===== config.mk =====
export PLATFORM = sky130hd
export DESIGN_NAME = sv39_page_table_walker
export DESIGN_NICKNAME = d
export VERILOG_FILES = /design/src/sv39w_pkg.sv /design/src/sv39_page_table_walker.sv /design/src/sv39w_step.sv
export SDC_FILE = /design/constraint.sdc
export NUM_CORES = 1
export LEC_CHECK = 0
export ABC_AREA = 0
export ABC_CLOCK_PERIOD_IN_PS = 4760
export BUFFER_PORTS_ARGS = -buffer_cell sky130_fd_sc_hd__buf_2
export CAP_MARGIN = 20
export CORE_UTILIZATION = 48
export CTS_CLUSTER_DIAMETER = 120
export DETAILED_ROUTE_END_ITERATION = 10
export PLACE_DENSITY = 0.84
export SLEW_MARGIN = 0
export SYNTH_ARGS = -nofsm -noshare
export SYNTH_HDL_FRONTEND = slang
export SYNTH_SLANG_ARGS = --single-unit

===== constraint.sdc =====
create_clock -name clk -period 4.76 [get_ports clk]
set_input_delay 0.238 -clock clk [delete_from_list [all_inputs] [get_ports clk]]
set_output_delay 0.238 -clock clk [all_outputs]
set_load 0.05 [all_outputs]

===== src/sv39w_pkg.sv =====
// Shared types and constants for the Sv39 page table walker.
package sv39w_pkg;

	localparam int unsigned PTE_PPN_SHIFT    = 10;
	localparam int unsigned PAGE_OFFSET_BITS = 12;
	localparam int unsigned VPN_BITS         = 9;
	localparam int unsigned ROOT_PPN_BITS    = 44;
	localparam int unsigned PAGING_ENABLE_BIT = 63;

	typedef enum logic {
		OP_TRANSLATE = 1'b0,
		OP_RESPONSE  = 1'b1
	} opcode_t;

	typedef enum logic [1:0] {
		KIND_READ       = 2'd0,
		KIND_TRANSLATED = 2'd1,
		KIND_DIRECT     = 2'd2,
		KIND_FAIL       = 2'd3
	} kind_t;

	typedef enum logic [1:0] {
		LVL_IDLE = 2'd0,
		LVL_TOP  = 2'd1,
		LVL_MID  = 2'd2,
		LVL_LEAF = 2'd3
	} level_t;

	typedef struct packed {
		logic        produce;
		kind_t       kind;
		logic [63:0] addr;
	} step_res_t;

	function automatic logic [63:0] entry_base(input logic [63:0] pte);
		entry_base = (pte >> PTE_PPN_SHIFT) << PAGE_OFFSET_BITS;
	endfunction

	function automatic logic [63:0] vpn_offset(input logic [63:0] va, input logic [1:0] lvl);
		logic [VPN_BITS-1:0] vpn;
		vpn = VPN_BITS'(va >> (PAGE_OFFSET_BITS + VPN_BITS * 32'(lvl)));
		vpn_offset = 64'(vpn) << 3;
	endfunction

endpackage


===== src/sv39_page_table_walker.sv =====
// Top level of the Sv39 page table walker: request register, walk logic, result register.
//
// Usage:
//   The input channel (in_valid/in_ready) carries two kinds of request: a translate
//   request (opcode 0, virtual_address) and a memory read response (opcode 1,
//   read_data). The output channel (out_valid/out_ready) returns result_kind and
//   address: a read request to memory, a translated address, a pass-through or a fail.
//   A translate with paging enabled yields three read requests, each answered by one
//   response request; the last response yields the translated address. The user writes
//   translation_control via cfg_we/cfg_wdata only while the block is idle (unenforced).
// Timing:
//   One request is accepted per cycle while in_ready is high. A result passes from the input
//   register to the result register, and the walk logic between them is one shift, one
//   64-bit add and a mux. Requests that produce no result drain in the same way without
//   occupying the output.
// Reset:
//   arst_n clears both registers' valid flags, the walk level and translation_control.
// Stall:
//   While out_ready is low the result holds; the input register still drains requests
//   that produce no result, and otherwise holds one request before in_ready drops.
module sv39_page_table_walker (
	input  logic        clk,
	input  logic        arst_n,
	input  logic        in_valid,
	output logic        in_ready,
	input  logic        opcode,
	input  logic [63:0] virtual_address,
	input  logic [63:0] read_data,
	output logic        out_valid,
	input  logic        out_ready,
	output logic [1:0]  result_kind,
	output logic [63:0] address,
	input  logic        cfg_we,
	input  logic [63:0] cfg_wdata
);
	import sv39w_pkg::*;

	logic        valid_s1;
	opcode_t     opcode_s1;
	logic [63:0] va_s1;
	logic [63:0] pte_s1;
	logic [63:0] ctl_q;
	logic        valid_s2;
	kind_t       kind_s2;
	logic [63:0] addr_s2;
	step_res_t   res;
	logic        walk_busy;
	logic        advance;
	logic        out_free;

	assign out_free  = !valid_s2 || out_ready;
	assign advance   = valid_s1 && (!res.produce || out_free);
	assign in_ready  = !valid_s1 || advance;

	always_ff @(posedge clk or negedge arst_n) begin
		if (!arst_n) begin
			ctl_q <= '0;
		end else if (cfg_we) begin
			ctl_q <= cfg_wdata;
		end
	end

	always_ff @(posedge clk or negedge arst_n) begin
		if (!arst_n) begin
			valid_s1 <= 1'b0;
		end else if (in_ready) begin
			valid_s1 <= in_valid;
		end
	end

	always_ff @(posedge clk) begin
		if (in_ready && in_valid) begin
			opcode_s1 <= opcode_t'(opcode);
			va_s1     <= virtual_address;
			pte_s1    <= read_data;
		end
	end

	sv39w_step u_step (
		.clk                 (clk),
		.arst_n              (arst_n),
		.advance             (advance),
		.opcode              (opcode_s1),
		.virtual_address     (va_s1),
		.read_data           (pte_s1),
		.translation_control (ctl_q),
		.res                 (res),
		.walk_busy           (walk_busy)
	);

	always_ff @(posedge clk or negedge arst_n) begin
		if (!arst_n) begin
			valid_s2 <= 1'b0;
		end else if (out_free) begin
			valid_s2 <= advance && res.produce;
		end
	end

	always_ff @(posedge clk) begin
		if (out_free && advance && res.produce) begin
			kind_s2 <= res.kind;
			addr_s2 <= res.addr;
		end
	end

	assign out_valid   = valid_s2;
	assign result_kind = kind_s2;
	assign address     = addr_s2;

	a_fail_zero: assert property (@(posedge clk) disable iff (!arst_n)
		(valid_s2 && kind_s2 == KIND_FAIL) |-> (addr_s2 == '0))
		else $error("fail result carries a nonzero address");

	a_busy_drop: assert property (@(posedge clk) disable iff (!arst_n)
		(valid_s1 && walk_busy && opcode_s1 == OP_TRANSLATE) |-> (!res.produce && advance))
		else $error("translate during a walk was not dropped");

	a_idle_drop: assert property (@(posedge clk) disable iff (!arst_n)
		(valid_s1 && !walk_busy && opcode_s1 == OP_RESPONSE) |-> !res.produce)
		else $error("response while idle produced a result");

	a_translated_ends: assert property (@(posedge clk) disable iff (!arst_n)
		(advance && res.produce && res.kind == KIND_TRANSLATED) |=> !walk_busy)
		else $error("walk still busy after translated result");

endmodule


===== src/sv39w_step.sv =====
// Walk state and per-request translation logic of the Sv39 page table walker.
module sv39w_step (
	input  logic                  clk,
	input  logic                  arst_n,
	input  logic                  advance,
	input  sv39w_pkg::opcode_t    opcode,
	input  logic [63:0]           virtual_address,
	input  logic [63:0]           read_data,
	input  logic [63:0]           translation_control,
	output sv39w_pkg::step_res_t  res,
	output logic                  walk_busy
);
	import sv39w_pkg::*;

	level_t      level_q;
	level_t      level_d;
	logic [63:0] saved_va_q;
	logic        save_va;
	logic [63:0] base;
	logic [63:0] root;
	logic [63:0] off_mask;

	assign walk_busy = (level_q != LVL_IDLE);
	assign base      = entry_base(read_data);
	assign root      = 64'(translation_control[ROOT_PPN_BITS-1:0]) << PAGE_OFFSET_BITS;
	assign off_mask  = (64'd1 << PAGE_OFFSET_BITS) - 64'd1;

	always_ff @(posedge clk or negedge arst_n) begin
		if (!arst_n) begin
			level_q <= LVL_IDLE;
		end else if (advance) begin
			level_q <= level_d;
		end
	end

	always_ff @(posedge clk) begin
		if (advance && save_va) begin
			saved_va_q <= virtual_address;
		end
	end

	always_comb begin
		level_d     = level_q;
		save_va     = 1'b0;
		res.produce = 1'b0;
		res.kind    = KIND_READ;
		res.addr    = '0;
		if (opcode == OP_TRANSLATE) begin
			if (level_q == LVL_IDLE) begin
				res.produce = 1'b1;
				if (translation_control[PAGING_ENABLE_BIT]) begin
					save_va  = 1'b1;
					level_d  = LVL_TOP;
					res.kind = KIND_READ;
					res.addr = root + vpn_offset(virtual_address, 2'd2);
				end else if (translation_control != '0) begin
					res.kind = KIND_FAIL;
					res.addr = '0;
				end else begin
					res.kind = KIND_DIRECT;
					res.addr = virtual_address;
				end
			end
		end else begin
			unique case (level_q)
				LVL_IDLE: begin
					res.produce = 1'b0;
				end
				LVL_TOP: begin
					res.produce = 1'b1;
					level_d     = LVL_MID;
					res.kind    = KIND_READ;
					res.addr    = base + vpn_offset(saved_va_q, 2'd1);
				end
				LVL_MID: begin
					res.produce = 1'b1;
					level_d     = LVL_LEAF;
					res.kind    = KIND_READ;
					res.addr    = base + vpn_offset(saved_va_q, 2'd0);
				end
				LVL_LEAF: begin
					res.produce = 1'b1;
					level_d     = LVL_IDLE;
					res.kind    = KIND_TRANSLATED;
					res.addr    = base | (saved_va_q & off_mask);
				end
				default: begin
					level_d = LVL_IDLE;
				end
			endcase
		end
	end

endmodule

==> results of run 1 <==
## registers in the layout, summed over array words and instances, names as in the netlist
name / cells
u_step.saved_va_q: 30
opcode_s1: 1
pte_s1: 52
out_valid: 1
result_kind: 2
address: 64
u_step.level_q: 2
valid_s1: 1
va_s1: 64
ctl_q: 64
## Yosys cell counts (all sizes together)
library cell / instances / share of area
a21o: 1 / 0.00071
a21oi: 1 / 0.00048
a22o: 9 / 0.0075
a22oi: 53 / 0.038
and2: 1 / 0.00060
and3: 2 / 0.0012
buf: 11 / 0.0089
clkbuf: 28 / 0.010
dfrtp: 68 / 0.16
edfxtp: 213 / 0.61
mux2: 73 / 0.078
nand2: 79 / 0.028
nand2b: 2 / 0.0012
nand3: 1 / 0.00048
nand4: 5 / 0.0030
nor2: 4 / 0.0014
nor2b: 1 / 0.00060
nor3: 1 / 0.00048
nor4: 17 / 0.011
nor4b: 1 / 0.0014
o21a: 1 / 0.00071
o21ai: 66 / 0.033
or2: 1 / 0.00060
or4: 1 / 0.0011
xnor2: 1 / 0.00083
## cells by family after synthesis
family | share of synthesized area
AO/OA/AOI/OAI | 0.0805
AND/OR/NAND/NOR | 0.0510
multiplexers | 0.0782
buffers and inverters | 0.0189
XOR/XNOR | 0.000834
flip-flops | 0.771
## through the flow
step	setup WS, ps	utilization	hold slack (ps)	power (W)
final	1530	0.698	98.1	0.00704
after global routing	1360	0.698	89.8	0.00728
after CTS	1500	0.698	80.4	0.00700
after detailed placement	1550	0.567	416	0.00468
after global placement	1620	0.567	415	0.00463
after floorplan	153	-	-57.6	0.00423
## worst max-delay path: cells and delay by family, from the launching register on
kind	cells	cell delay, ps
and+or+nand+nor	2	880
DFF	1	850
AOI/OAI and AO/OA	1	220
buffers and inverters	2	870
## what timing repair did
item,4_1_cts,5_1_grt
gates resized for setup,0,0
endpoints found under the hold margin,250,0
buffers inserted,0,0
hold buffers,183,0
## power breakdown
group | internal, W | switching (W)
clock network | 0.00132 | 0.000921
logic | 0.000511 | 0.00107
registers | 0.00305 | 0.000174
total | 0.00488 | 0.00217
## how the worst max path moves through the flow
stage / start / end / slack [ps] / cells past startpoint
final: u_step.level_q[0] / address[53] / 1530 / 5
after global routing: u_step.level_q[0] / address[53] / 1360 / 5
after global placement: u_step.level_q[0] / address[50] / 1620 / 5
after CTS: u_step.level_q[0] / address[47] / 1500 / 5
after detailed placement: u_step.level_q[0] / address[52] / 1550 / 5
after floorplan: u_step.level_q[1] / opcode_s1 / 150 / 6
## layout make-up
class | count | area (um2)
diodes | 5 | 12.5
clock buffers | 40 | 828
clock inverters | 12 | 111
fillers | 1359 | 6400
multi-input cells | 321 | 2240
flip-flops and latches | 281 | 8100
well taps | 275 | 344
repair buffers | 446 | 3190
## per-layer routing
| metal | global-route usage | vias to the layer above | share of wire |
|---|---|---|---|
| li1 | - | 3332 | - |
| met1 | 0.325 | 3770 | 0.36 |
| met2 | 0.485 | 456 | 0.52 |
| met3 | 0.0497 | 110 | 0.072 |
| met4 | 0.114 | 2 | 0.043 |
| met5 | 0 | - | 0.00042 |
==> impl_metrics.prom, run 1 <==
# TYPE chip_impl_metric gauge
chip_impl_metric{name="maximum_fanout_encountered_on_the_critical_timing_path",unit=""} 53
chip_impl_metric{name="cts_htree_levels",unit=""} 1
chip_impl_metric{name="final_cycle_share",unit=""} 0.679
chip_impl_metric{name="grtUsageTotal",unit=""} 0.273
chip_impl_metric{name="cp_data_required_time",unit="ps"} 4960
chip_impl_metric{name="syn_inst",unit=""} 641
chip_impl_metric{name="io_pins",unit=""} 266
chip_impl_metric{name="dp.final_hpwl",unit="um"} 16800
chip_impl_info{name="cts-root-buf",value="clkbuf_16"} 1
chip_impl_metric{name="placeableCoreArea",unit="um2"} 21200
chip_impl_metric{name="skew",unit="ps"} 23.9
chip_impl_info{name="setup_repair_after_global_routing_missed_its_margin",value="false"} 1
chip_impl_metric{name="dpl.cell_count",unit=""} 1140
chip_impl_metric{name="placement_stage_cell_area",unit="um2"} 12000
chip_impl_metric{name="die-area",unit="um2"} 22500
chip_impl_metric{name="grt_start_max_net_pins",unit=""} 71
chip_impl_info{name="final_cell_mix",value="buf_2, edfxtp_1, dlygate4sd3_1"} 1
chip_impl_info{name="crit_path_top_delay_cell",value="dfrtp_1"} 1
chip_impl_metric{name="timing_hold_violations_final",unit=""} 0
chip_impl_metric{name="worst_ep_arrival_time",unit="ps"} 3430
chip_impl_metric{name="first_global_vias",unit=""} 7931
chip_impl_metric{name="grt_antenna_before_repair",unit=""} 7
chip_impl_metric{name="vdd.ir_drop.worst",unit="uV"} 415
chip_impl_metric{name="synth-seq-cells",unit=""} 281
chip_impl_info{name="holdPathEnd",value="out_valid"} 1
chip_impl_metric{name="max-clock-path-buffers",unit=""} 3
chip_impl_metric{name="die-width",unit="um"} 150
chip_impl_info{name="path_cells",value="o21a_2, buf_4, nor2_1, nor2_4, buf_12"} 1
chip_impl_metric{name="drt-vias-per-instance",unit=""} 5.56
chip_impl_metric{name="vias",unit=""} 7670
chip_impl_metric{name="slew_headroom",unit=""} 0.331
chip_impl_info{name="layout_commonest_cell",value="buf_2"} 1
chip_impl_info{name="cts_tree",value="built"} 1
chip_impl_metric{name="gp_routability_congestion",unit=""} 0.872
chip_impl_info{name="min_from",value="out_ready"} 1
chip_impl_metric{name="worst_skew_pair.late_latency",unit="ps"} 540
chip_impl_metric{name="syn_avg_cell_area",unit="um2"} 16.4
chip_impl_metric{name="p_leak",unit="nW"} 5.72
chip_impl_metric{name="cpPeakStageDelay",unit="ps"} 850
chip_impl_metric{name="cap_viol_max_count",unit=""} 0
chip_impl_info{name="outcome",value="finished, final reports clean"} 1
chip_impl_metric{name="cts.sinks",unit=""} 281
chip_impl_metric{name="port-buffer-count",unit=""} 253
chip_impl_info{name="r2r_start",value="u_step.level_q[0]"} 1
chip_impl_metric{name="worst_hold_path.num_cells",unit=""} 3
chip_impl_metric{name="max_clock_freq",unit="MHz"} 309
chip_impl_metric{name="stdcell_area",unit="um2"} 14800
chip_impl_metric{name="firstDrtPassIters",unit=""} 5
chip_impl_metric{name="std_cell_rows",unit=""} 53
chip_impl_metric{name="timing.setup.tns",unit="ps"} 0
chip_impl_metric{name="synth.yosys.warnings",unit=""} 0
chip_impl_metric{name="remaining_design_rule_violation_count",unit=""} 0
chip_impl_metric{name="yosysSeqAreaShare",unit=""} 0.771
chip_impl_metric{name="die_y_extent",unit="um"} 150
chip_impl_metric{name="first_pass_grt_wire_length",unit="um"} 44900
chip_impl_info{name="worstSetupStartpointType",value="register"} 1
chip_impl_metric{name="syn_nets",unit=""} 839
chip_impl_metric{name="yosys.cell_types.count",unit=""} 31
chip_impl_metric{name="power_per_cell_area",unit="nW/um2"} 475
chip_impl_metric{name="wl",unit="um"} 30700
chip_impl_metric{name="average_detailed_routed_wire_length_per_instance",unit="um"} 22.3
chip_impl_metric{name="rr_worst_depth",unit=""} 5
chip_impl_metric{name="grt.overflow.total",unit=""} 0
chip_impl_metric{name="period_minus_slack",unit="ps"} 3230
chip_impl_metric{name="drt.antenna.violating_nets",unit=""} 0
chip_impl_metric{name="areaGrowthSynthToFinish",unit="%"} 41.0
chip_impl_metric{name="nets",unit=""} 1276
chip_impl_metric{name="reg2reg_setup_slack",unit="ps"} 1530
chip_impl_info{name="min-delay-path-class",value="input pin to register"} 1
chip_impl_metric{name="mappedNetlistArea",unit="um2"} 10500
chip_impl_metric{name="slew_at_the_pin_closest_to_its_max_slew_limit",unit="ps"} 1000
chip_impl_metric{name="clk_pin_slew_worst_paths",unit="ps"} 60
chip_impl_info{name="worst-setup-path-type",value="register to register"} 1
chip_impl_metric{name="post_layout_nonfiller_instances",unit=""} 1380
chip_impl_metric{name="cts_buffers",unit=""} 28
chip_impl_info{name="regToRegEndpoint",value="address[53]"} 1
chip_impl_metric{name="drv_slew",unit=""} 0
chip_impl_metric{name="start_util",unit=""} 0.495
chip_impl_metric{name="setup_violations",unit=""} 0
chip_impl_metric{name="initialDrtViolationCount",unit=""} 604
chip_impl_info{name="worstSetupEndpointType",value="register"} 1
chip_impl_metric{name="post_route_cells_drive_above_1_share",unit=""} 0.355
Power figures use the tool's default switching activity.
==> inputs of run 2 (changes only) <==
--- a/config.mk
+++ b/config.mk
@@ -6,13 +6,13 @@
 export NUM_CORES = 1
 export LEC_CHECK = 0
 export ABC_AREA = 0
-export ABC_CLOCK_PERIOD_IN_PS = 4760
+export ABC_CLOCK_PERIOD_IN_PS = 3050
 export BUFFER_PORTS_ARGS = -buffer_cell sky130_fd_sc_hd__buf_2
 export CAP_MARGIN = 20
-export CORE_UTILIZATION = 48
+export CORE_UTILIZATION = 53
 export CTS_CLUSTER_DIAMETER = 120
 export DETAILED_ROUTE_END_ITERATION = 10
-export PLACE_DENSITY = 0.84
+export PLACE_DENSITY = 0.88
 export SLEW_MARGIN = 0
 export SYNTH_ARGS = -nofsm -noshare
 export SYNTH_HDL_FRONTEND = slang
==> constraint.sdc (replaced) <==
create_clock -name clk -period 3.05 [get_ports clk]
set_input_delay 0.1525 -clock clk [delete_from_list [all_inputs] [get_ports clk]]
set_output_delay 0.1525 -clock clk [all_outputs]
set_load 0.05 [all_outputs]
==> impl_metrics.prom, run 2 (synthesis results as in run 1) <==
# TYPE chip_impl_metric gauge
chip_impl_metric{name="power_per_cell_area",unit="nW/um2"} 738
chip_impl_metric{name="post_route_cells_drive_above_1_share",unit=""} 0.360
chip_impl_metric{name="reg2reg_setup_slack",unit="ps"} 380
chip_impl_metric{name="first_global_vias",unit=""} 8069
chip_impl_info{name="r2r_start",value="ctl_q[37]"} 1
chip_impl_metric{name="postLayoutCoreUtil",unit=""} 0.762
chip_impl_info{name="worstSetupEndpointType",value="register"} 1
chip_impl_metric{name="p_leak",unit="nW"} 5.74
chip_impl_metric{name="average_detailed_routed_wire_length_per_instance",unit="um"} 22.6
chip_impl_metric{name="layout.area.seq",unit="um2"} 8100
chip_impl_metric{name="rr_worst_depth",unit=""} 5
chip_impl_metric{name="post_layout_nonfiller_instances",unit=""} 1376
chip_impl_metric{name="vdd.ir_drop.worst",unit="uV"} 438
chip_impl_metric{name="cp_data_required_time",unit="ps"} 3410
chip_impl_info{name="cts_tree",value="built"} 1
chip_impl_info{name="regToRegEndpoint",value="address[55]"} 1
chip_impl_metric{name="first_pass_grt_wire_length",unit="um"} 45900
chip_impl_metric{name="die-width",unit="um"} 143
chip_impl_metric{name="cap_viol_max_count",unit=""} 0
chip_impl_metric{name="slew_headroom",unit=""} 0.353
chip_impl_metric{name="dp.final_hpwl",unit="um"} 16800
chip_impl_metric{name="worst_hold_path.num_cells",unit=""} 3
chip_impl_info{name="path_cells",value="nor4_1, nand4_1, or4_4, buf_4, o21ai_1"} 1
chip_impl_metric{name="slew_at_the_pin_closest_to_its_max_slew_limit",unit="ps"} 970
chip_impl_metric{name="grtUsageTotal",unit=""} 0.307
chip_impl_metric{name="wl",unit="um"} 31200
chip_impl_metric{name="cts.sinks",unit=""} 281
chip_impl_metric{name="multi_input_comb_area",unit="um2"} 2240
chip_impl_metric{name="max-clock-path-buffers",unit=""} 3
chip_impl_metric{name="cts_buffers",unit=""} 27
chip_impl_info{name="holdPathEnd",value="out_valid"} 1
chip_impl_metric{name="dpl.cell_count",unit=""} 1137
chip_impl_metric{name="setup_violations",unit=""} 0
chip_impl_metric{name="nets",unit=""} 1282
chip_impl_metric{name="drt-vias-per-instance",unit=""} 5.59
chip_impl_metric{name="stdcell_area",unit="um2"} 14800
chip_impl_metric{name="port-buffer-count",unit=""} 253
chip_impl_metric{name="clk_pin_slew_worst_paths",unit="ps"} 70
chip_impl_metric{name="areaGrowthSynthToFinish",unit="%"} 41.1
chip_impl_metric{name="grt_start_max_net_pins",unit=""} 69
chip_impl_metric{name="die_y_extent",unit="um"} 143
chip_impl_info{name="worst-setup-path-type",value="register to register"} 1
chip_impl_metric{name="max_clock_freq",unit="MHz"} 374
chip_impl_metric{name="start_util",unit=""} 0.540
chip_impl_info{name="setup_repair_after_global_routing_missed_its_margin",value="false"} 1
chip_impl_metric{name="final_layout_fill_cell_count",unit=""} 1074
chip_impl_info{name="min_from",value="out_ready"} 1
chip_impl_metric{name="remaining_design_rule_violation_count",unit=""} 0
chip_impl_metric{name="vias",unit=""} 7693
chip_impl_metric{name="drv_slew",unit=""} 0
chip_impl_metric{name="post_cts_buffers",unit=""} 0
chip_impl_metric{name="grt.overflow.total",unit=""} 0
chip_impl_metric{name="critical_path.n_buffers_inverters",unit=""} 1
chip_impl_metric{name="cts_htree_levels",unit=""} 1
chip_impl_info{name="cp_top_family",value="simple AND/OR/NAND/NOR gates"} 1
chip_impl_metric{name="worst_ep_arrival_time",unit="ps"} 3030
chip_impl_metric{name="io_pins",unit=""} 266
chip_impl_info{name="crit_path_top_delay_cell",value="or4_4"} 1
chip_impl_info{name="min-delay-path-class",value="input pin to register"} 1
chip_impl_metric{name="period_minus_slack",unit="ps"} 2670
chip_impl_metric{name="maximum_fanout_encountered_on_the_critical_timing_path",unit=""} 51
chip_impl_info{name="worstSetupStartpointType",value="register"} 1
chip_impl_metric{name="final_cycle_share",unit=""} 0.876
chip_impl_metric{name="placement_stage_cell_area",unit="um2"} 12100
chip_impl_metric{name="placeableCoreArea",unit="um2"} 19500
chip_impl_metric{name="firstDrtPassIters",unit=""} 4
chip_impl_metric{name="skew",unit="ps"} 20.1
chip_impl_metric{name="die-area",unit="um2"} 20400
chip_impl_metric{name="timing_hold_violations_final",unit=""} 0
chip_impl_info{name="outcome",value="finished, final reports clean"} 1
chip_impl_info{name="final_cell_mix",value="buf_2, edfxtp_1, dlygate4sd3_1"} 1
chip_impl_metric{name="drt.antenna.violating_nets",unit=""} 0
chip_impl_info{name="layout_commonest_cell",value="buf_2"} 1
chip_impl_metric{name="cpPeakStageDelay",unit="ps"} 860
chip_impl_metric{name="grt_antenna_before_repair",unit=""} 4
chip_impl_metric{name="timing.setup.tns",unit="ps"} 0
chip_impl_metric{name="gp_routability_congestion",unit=""} 0.820
chip_impl_metric{name="std_cell_rows",unit=""} 51
chip_impl_info{name="cts-root-buf",value="clkbuf_16"} 1
chip_impl_metric{name="initialDrtViolationCount",unit=""} 651
chip_impl_metric{name="worst_skew_pair.late_latency",unit="ps"} 540
-- run 2: changes by cell type in the layout (fill, tap and decap cells not counted), moves of 2 or more --
cell | before | now
buf_4 | 10 | 17
clkinv_2 | 4 | 7
clkbuf_16 | 30 | 28
clkbuf_8 | 4 | 2
-- run 2: worst max path at each step --
stage,from,endpoint,slack [ps],depth (start not counted)
floorplan,u_step.level_q[1],opcode_s1,350,6
global placement,ctl_q[27],address[60],590,5
detailed placement,ctl_q[19],address[60],460,5
CTS,ctl_q[19],address[62],440,5
global route,ctl_q[37],address[55],140,5
finish,ctl_q[37],address[55],380,5
-- run 2: final cells by class --
type,instances,area share
sequential,281,0.546
timing repair buffer,453,0.219
multi-input combinational,321,0.151
clock buffer,35,0.0504
tap,265,0.0224
clock inverter,15,0.0103
antenna,6,0.00101
-- run 2: through the flow --
step	total power (W)	hold WS, ps	worst slack, ps
after floorplan	0.00658	-143	349
after global routing	0.0113	52.9	139
after detailed placement	0.00729	331	464
final	0.0109	47.3	379
after global placement	0.00721	329	586
after CTS	0.0108	33.4	439
-- run 2: per-layer routing --
metal | track usage | share of wire | vias to the layer above
met5 | 0 | 0 | -
met4 | 0.138 | 0.043 | 0
met3 | 0.0503 | 0.074 | 97
met2 | 0.548 | 0.52 | 485
met1 | 0.366 | 0.36 | 3762
li1 | - | - | 3349
-- run 2: power by group --
group | leakage, nW | total (W) | switching, W | internal (W)
registers | 2.84 | 0.00500 | 0.000240 | 0.00476
logic | 2.46 | 0.00252 | 0.00171 | 0.000808
clock network | 0.445 | 0.00342 | 0.00144 | 0.00198
total | 5.74 | 0.0109 | 0.00339 | 0.00755
-- run 2: what timing repair did --
item | in CTS | in global routing
resized for setup | 0 | 0
hold buffers | 183 | 0
hold endpoints to repair | 250 | 0
-- run 2: worst reg2reg max path, stage by stage, from the launching register on --
cell and delay [ps]:
dfrtp_1 410, nor4_1 460, nand4_1 200, or4_4 860, buf_4 350, o21ai_1 230
